File: src/rtl/scpf_pkg.sv
`default_nettype none
package scpf_pkg;

	localparam int COORD_BITS = 24;
	localparam int MAX_POINTS = 64;
	localparam int ADDR_BITS  = $clog2(MAX_POINTS);
	localparam int CNT_BITS   = ADDR_BITS + 1;
	localparam int SUM_BITS   = 31;              // signed sum of z
	localparam int SMAG_BITS  = 30;              // |sum of z| <= 2^29
	localparam int SQ_BITS    = 53;              // sum of z squared
	localparam int THR_BITS   = 12;
	localparam logic [THR_BITS-1:0] THR_RESET = 12'd256;
	localparam int T2_BITS    = 2 * THR_BITS;
	localparam int VAR_BITS   = 60;              // n*Q and S^2 both below 2^59
	localparam int HALF_BITS  = VAR_BITS / 2;
	localparam int PART_BITS  = HALF_BITS + T2_BITS;
	localparam int RIGHT_BITS = VAR_BITS + T2_BITS;
	localparam int D_BITS     = 32;              // n*z - S, signed
	localparam int DMAG_BITS  = 31;
	localparam int LEFT_BITS  = 2 * DMAG_BITS + 16;
	localparam int ITEM_BITS  = 3 * COORD_BITS;

	// controller -> datapath commands
	typedef struct packed {
		logic load;       // store point, accumulate
		logic drop;       // point beyond capacity
		logic calc1;      // n*Q, S^2, T^2
		logic calc2;      // variance term
		logic calc3;      // split products with T^2
		logic calc4;      // right-hand side sum
		logic idx_clr;
		logic idx_inc;
		logic rd;         // read store at index
		logic diff;       // n*z - S
		logic sq;         // squared deviation
		logic push_pend;  // pending point to output, not last
		logic take_pend;  // current point becomes pending
		logic fin;        // final result, clear set
	} cmd_t;

	// datapath -> controller status
	typedef struct packed {
		logic full;
		logic keep;
		logic pend_v;
		logic idx_last;
		logic out_free;
	} sts_t;

endpackage
`default_nettype wire

File: src/rtl/scpf_ctrl.sv
`default_nettype none
module scpf_ctrl (
	input  wire               clk,
	input  wire               arst_n,
	input  wire               in_valid,
	input  wire               in_last,
	output logic              in_ready,
	input  scpf_pkg::sts_t    sts,
	output scpf_pkg::cmd_t    cmd
);

	typedef enum logic [3:0] {
		ST_LOAD, ST_CALC1, ST_CALC2, ST_CALC3, ST_CALC4,
		ST_RD, ST_DIFF, ST_SQ, ST_TEST, ST_FIN
	} state_t;

	state_t state_q, state_d;
	logic   acc;

	assign in_ready = (state_q == ST_LOAD);
	assign acc      = in_valid && in_ready;

	always_comb begin
		cmd     = '0;
		state_d = state_q;
		unique case (state_q)
			ST_LOAD: begin
				cmd.load = acc && !sts.full;
				cmd.drop = acc && sts.full;
				if (acc && in_last) begin
					state_d = ST_CALC1;
				end
			end
			ST_CALC1: begin
				cmd.calc1 = 1'b1;
				state_d   = ST_CALC2;
			end
			ST_CALC2: begin
				cmd.calc2 = 1'b1;
				state_d   = ST_CALC3;
			end
			ST_CALC3: begin
				cmd.calc3 = 1'b1;
				state_d   = ST_CALC4;
			end
			ST_CALC4: begin
				cmd.calc4   = 1'b1;
				cmd.idx_clr = 1'b1;
				state_d     = ST_RD;
			end
			ST_RD: begin
				cmd.rd  = 1'b1;
				state_d = ST_DIFF;
			end
			ST_DIFF: begin
				cmd.diff = 1'b1;
				state_d  = ST_SQ;
			end
			ST_SQ: begin
				cmd.sq  = 1'b1;
				state_d = ST_TEST;
			end
			ST_TEST: begin
				// a kept point waits while the pending one cannot move out
				if (!(sts.keep && sts.pend_v && !sts.out_free)) begin
					cmd.push_pend = sts.keep && sts.pend_v;
					cmd.take_pend = sts.keep;
					if (sts.idx_last) begin
						state_d = ST_FIN;
					end else begin
						cmd.idx_inc = 1'b1;
						state_d     = ST_RD;
					end
				end
			end
			ST_FIN: begin
				if (sts.out_free) begin
					cmd.fin = 1'b1;
					state_d = ST_LOAD;
				end
			end
			default: begin
				state_d = ST_LOAD;
			end
		endcase
	end

	always_ff @(posedge clk or negedge arst_n) begin
		if (!arst_n) begin
			state_q <= ST_LOAD;
		end else begin
			state_q <= state_d;
		end
	end

endmodule
`default_nettype wire

File: config.mk
export PLATFORM = sky130hd
export DESIGN_NAME = scpf_ctrl
export DESIGN_NICKNAME = d
export VERILOG_FILES = /design/src/rtl/scpf_pkg.sv /design/src/rtl/scpf_ctrl.sv
export SDC_FILE = /design/constraint.sdc
export NUM_CORES = 1
export LEC_CHECK = 0
export BUFFER_PORTS_ARGS = -buffer_cell sky130_fd_sc_hd__buf_2
export CAP_MARGIN = 20
export CORE_AREA = 2 2 39 41
export DETAILED_ROUTE_END_ITERATION = 8
export DIE_AREA = 0 0 41 43
export SLEW_MARGIN = 20
export SYNTH_ARGS = -nofsm -noshare
export SYNTH_HDL_FRONTEND = slang
export SYNTH_SLANG_ARGS = --single-unit
File: constraint.sdc
create_clock -name clk -period 2 [get_ports clk]
set_input_delay 0.3 -clock clk [delete_from_list [all_inputs] [get_ports clk]]
set_output_delay 0.3 -clock clk [all_outputs]
set_load 0.02 [all_outputs]
==> results of run 1 <==
==> cells by family (layout without fill, tap and decap cells) <==
family / after synthesis / in the layout / synth area share
simple gates: 33 / 33 / 0.451
flops: 4 / 4 / 0.261
buf+inv: 7 / 29 / 0.0850
compound gates: 11 / 11 / 0.203
==> power by group through the flow <==
stage          logic (mW)  registers (mW)  clock network (mW)
2_1_floorplan       0.421           0.136                   0
3_3_place_gp        0.437           0.229                   0
3_5_place_dp        0.446           0.228                   0
4_1_cts             0.450           0.227               0.101
5_1_grt             0.499           0.246               0.109
6_report            0.444           0.231              0.0963
==> final cells by class <==
| class | count | area share |
|---|---|---|
| clock buffer | 3 | 0.0429 |
| timing repair buffer | 24 | 0.238 |
| sequential | 4 | 0.190 |
| tap | 16 | 0.0381 |
| multi-input combinational | 44 | 0.476 |
| inverter | 2 | 0.0143 |
==> critical path, delay by kind of cell (launching register included) <==
family | cells | cell delay [ns]
buffers and inverters | 1 | 0.15
flip-flops | 1 | 0.50
AND/OR/NAND/NOR | 2 | 0.62
==> metrics by stage <==
| step | area, sq um | hold slack [ns] | util | setup WS [ns] |
|---|---|---|---|---|
| 2_1_floorplan | 383 | 0.00441 | - | 0.167 |
| 3_3_place_gp | 493 | 0.108 | 0.356 | 0.482 |
| 3_5_place_dp | 493 | 0.105 | 0.356 | 0.452 |
| 4_1_cts | 526 | 0.406 | 0.380 | 0.177 |
| 5_1_grt | 526 | 0.405 | 0.380 | 0.0555 |
| 6_report | 526 | 0.409 | 0.380 | 0.196 |
==> metal layers <==
layer	up-vias	global-route usage	routed length [um]
met5	-	0	0
met4	0	0.0800	0
met3	0	0.0157	44
met2	14	0.206	487
met1	211	0.176	482
li1	234	-	-
==> worst max path at each step <==
| stage | slack (ns) | start | cells past startpoint | endpoint |
|---|---|---|---|---|
| finish | 0.20 | state_q[0] | 3 | cmd[12] |
| global placement | 0.48 | state_q[1] | 3 | cmd[12] |
| floorplan | 0.17 | state_q[2] | 4 | cmd[8] |
| detailed placement | 0.45 | state_q[0] | 3 | cmd[12] |
| global route | 0.06 | state_q[0] | 3 | cmd[12] |
| CTS | 0.18 | state_q[0] | 3 | cmd[12] |
==> placed cells by master (no fill, tap or decap) <==
cell type	Yosys	final
o2111a_1	1	1
a211o_1	1	1
clkbuf_4	0	3
a21oi_1	4	4
nand2b_1	4	4
nand3b_1	1	1
inv_1	2	2
or4b_1	1	1
o221a_1	1	1
nand3_1	1	1
a31o_2	1	1
o21ai_0	2	2
nor2b_1	2	2
dfrtp_1	4	4
a21o_1	1	1
nor3b_1	1	1
nor3_1	4	4
nor2_1	8	8
buf_2	2	23
dlygate4sd3_1	0	1
and3_1	2	2
nand2_1	8	8
nor4_2	1	1
==> repair_timing <==
| item | CTS | global route |
|---|---|---|
| hold buffers | 1 | 0 |
| hold endpoints to repair | 4 | 0 |
| setup endpoints to repair | 0 | 0 |
==> out/summary.txt, run 1 <==
status = complete, no violations
post-synthesis net count = 64
H-tree depth = 1
vias per cell = 4.94
routed wire length = 1010 um
Tmin final = 1.80 ns
prevailing post-synth register cell = dfrtp_1
total power = 0.772 mW
worst r2r path cells = 3
Vias = 459
DIE AREA = 1760 sq um
class of the most critical hold timing path = input pin to async pin
layout cell share with drive strength beyond 1 = 0.364
first-pass GRT wire length = 1670 um
clock share of power = 0.125
number of remaining DRC errors = 0
largest area contributor in the netlist = dfrtp_1
CTS buffer count = 3
post-synth cell types = 23
Nets = 88
cell internal pwr = 0.371 mW
cells after synthesis = 55
achievable frequency = 0.554 GHz
VDD IR max = 589 uV
Largest Register = state_q
Routed wire per std cell = 10.9 um
reg2reg setup slack = 0.49 ns
total grt overflow = 0
critical path's slowest cell = dfrtp_1
initial DRC count = 5
CP arrival = 1.50 ns
period utilisation layout = 0.902
Inserted Diodes = 0
placed cells = 89
Post CTS Setup Buffer Count = 0
Synth top area share = 0.261
synth cell count leaders = 8 x nand2_1, 8 x nor2_1
clk_skew = 0.000717 ns
DP Wirelength = 761 um
Max stage delay on crit path = 0.50 ns
Synth Cell Area = 383 sq um
number of max-cap violations = 0
top cells by area, synth = dfrtp_1 26%, nand2_1 7.8%, nor2_1 7.8%
Sequential Area = 100 sq um
Largest regs = state_q x4
die span in y = 43 um
Setup Crit Path Kind = flop to output pin
largest net degree at the start of global routing = 14
Setup-failing EPs final = 0
Final ANT Viol Nets = 0
area growth from synthesis to layout = 37.3%
power density cells = 1470 nW/um^2
Max FO, Critical Path = 13
sequential-to-total area share from yosys stat = 0.261
# IOs = 24
clk_lat worst skew = 0.23 ns
Switching Share = 0.519
port bufs = 23
clk slew on worst S/H paths = 0.04 ns
type of origin of the critical path = flop
Tightest Pin Transition = 0.359 ns
starting density of the core = 0.277
CTS root buf = clkbuf_4
CTS Sinks = 4
Critical R2R Capture = state_q[2]
Finished Layout Cells = 93
RSZ-0062 raised after global routing = no
crit path cell chain = nor4_2 -> and3_1 -> buf_2
TritonRoute pass-1 iters = 2
die span in x = 41 um
P_sw = 0.401 mW
Routability Congestion = 0.725
max_slew headroom = 0.759
clk buf depth = 2
Largest register FFs = 4
CP Data Required Time = 1.70 ns
Final Hold Vio Count = 0
total track usage = 0.136
Post-synth EDFFs = 0
core area = 1380 sq um
Rows = 14
vias in the first global route = 417
CTS tree = yes
initial antenna violation count = 0
Sequential Power Share = 0.300
post_cts resized = 0
FFs w/ async S/R, synth = 1.00
yosys warns = 0
setup_tns = 0 ns
fin. max-slew vios = 0
area occupied by multi-input gates = 250 sq um
CP Capture Type = output pin
Synth Area per Inst = 6.96 sq um
fillers = 160
Pleak = 0.272 nW
Reg-to-Reg Start = state_q[0]
combinational share of power = 0.575
Seq cells post-synth = 4
No activity file was read; power rests on OpenSTA's default activity.
==> run 2, diff against run 1 <==
==> constraint.sdc (replaced) <==
create_clock -name clk -period 2.2 [get_ports clk]
set_input_delay 0.33 -clock clk [delete_from_list [all_inputs] [get_ports clk]]
set_output_delay 0.33 -clock clk [all_outputs]
set_load 0.02 [all_outputs]
==> out/summary.txt, run 2 (synthesis gave the netlist of run 1 again) <==
status = complete, no violations
class of the most critical hold timing path = input pin to async pin
Final ANT Viol Nets = 0 (unchanged)
die span in x = 41 um (unchanged)
CP Capture Type = output pin
VDD IR max = 498 uV (-15%)
die span in y = 43 um (unchanged)
fin. max-slew vios = 0 (unchanged)
Pleak = 0.272 nW (unchanged)
most frequent cells in the layout = 23 x buf_2, 8 x nor2_1, 8 x nand2_1
crit path cell chain = nor2b_1 -> nand3_1 -> nor2_1 -> buf_2
Largest register FFs = 4 (unchanged)
DP Wirelength = 766 um (+0.75%)
Routability Congestion = 0.725 (unchanged)
vias in the first global route = 425 (+1.9%)
achievable frequency = 0.546 GHz
post_cts resized = 0 (unchanged)
Largest regs = state_q x4
layout cell share with drive strength beyond 1 = 0.364 (unchanged)
routed wire length = 1000 um (-0.89%)
Fin Hold WS = 0.431 ns (+0.0221 ns)
Sequential Power Share = 0.294 (-0.006)
CP arrival = 1.50 ns (about the same)
WP buf/inv = 1 (unchanged)
cell internal pwr = 0.338 mW (-8.9%)
core area = 1380 sq um (unchanged)
power density cells = 1340 nW/um^2 (-8.7%)
Post CTS Setup Buffer Count = 0 (unchanged)
Nets = 88 (unchanged)
TritonRoute pass-1 iters = 4 (+2)
starting density of the core = 0.277 (unchanged)
vias per cell = 4.99 (+1.1%)
Inserted Diodes = 0 (unchanged)
Tightest Pin Transition = 0.353 ns (-0.00657 ns)
type of origin of the critical path = flop
total track usage = 0.142 (+0.00605)
DIE AREA = 1760 sq um (unchanged)
Largest Register = state_q
CTS buffer count = 3 (unchanged)
largest net degree at the start of global routing = 14 (unchanged)
clock share of power = 0.130 (+0.005)
WP depth = 4 (+1)
P_sw = 0.367 mW (-8.5%)
Final Hold Vio Count = 0 (unchanged)
design area = 526 sq um (unchanged)
Setup-failing EPs final = 0 (unchanged)
port bufs = 23 (unchanged)
critical path's slowest cell = dfrtp_1
clk slew on worst S/H paths = 0.04 ns (about the same)
H-tree depth = 1 (unchanged)
first-pass GRT wire length = 1700 um (+2.1%)
Max FO, Critical Path = 12 (-1)
clk_skew = 0.0000860 ns (-0.000631 ns)
number of max-cap violations = 0 (unchanged)
area growth from synthesis to layout = 37.3% (unchanged)
most common cell after layout, fill and taps aside = buf_2
number of remaining DRC errors = 0 (unchanged)
Top delay family on crit path = simple AND/OR/NAND/NOR gates
max_slew headroom = 0.765 (+0.00637)
CTS Sinks = 4 (unchanged)
combinational share of power = 0.576 (about the same)
Max stage delay on crit path = 0.54 ns (+0.04 ns)
period utilisation layout = 0.832
CTS root buf = clkbuf_4
Setup Crit Path Kind = flop to output pin
initial DRC count = 7 (+2)
# IOs = 24 (unchanged)
clk_lat worst skew = 0.24 ns (about the same)
Tmin final = 1.83 ns
Vias = 464 (+1.1%)
CTS tree = yes
Rows = 14 (unchanged)
worst r2r path cells = 3 (unchanged)
total power = 0.705 mW (-8.7%)
setup_tns = 0 ns (unchanged)
Cell Area, Placed = 493 sq um (unchanged)
CP Data Required Time = 1.87 ns (+0.17 ns)
total grt overflow = 0 (unchanged)
clk buf depth = 2 (unchanged)
Routed wire per std cell = 10.8 um (-0.89%)
Switching Share = 0.520 (+0.00119)
initial antenna violation count = 0 (unchanged)
RSZ-0062 raised after global routing = no
[run 2: repair_timing]
item                                    in CTS  in global routing
hold endpoints to repair                     4                  0
endpoints found under the setup margin       0                  0
hold buffers                                 1                  0
[run 2: stage by stage]
step | util | instances | setup WS (ns)
after floorplan | - | 55 | 0.337
after global placement | 0.356 | 89 | 0.652
after detailed placement | 0.356 | 89 | 0.641
after CTS | 0.380 | 93 | 0.356
after global routing | 0.380 | 93 | 0.207
final | 0.380 | 93 | 0.369
[run 2: final timing paths]
check	from	end	slack [ns]
max	state_q[3]	cmd[1]	0.37
min	arst_n	state_q[2]	0.43
max reg2reg	state_q[0]	state_q[2]	0.66
min reg2reg	state_q[3]	state_q[1]	0.66
max in group asynchronous	arst_n	state_q[1]	1.66
min in group clk	sts[1]	state_q[3]	0.46
[run 2: per-layer routing]
metal / GRT usage / routed length [um]
met1: 0.176 / 452
met2: 0.216 / 488
met3: 0.0157 / 47
met4: 0.100 / 16
met5: 0 / 0
[run 2: area by class of cell]
class,count,area (sq um)
Fill cell,165,858
Sequential cell,4,100
Clock buffer,3,22.5
Inverter,2,7.51
Multi-Input combinational cell,44,250
Tap cell,16,20.0
Timing Repair Buffer,24,125
[run 2: power groups by stage]
stage                     combinational (mW)  clock, mW  sequential [mW]
after floorplan                        0.383          0            0.124
after global placement                 0.397          0            0.208
after detailed placement               0.407          0            0.205
after CTS                              0.409     0.0968            0.206
after global routing                   0.454      0.101            0.226
final                                  0.406     0.0917            0.207
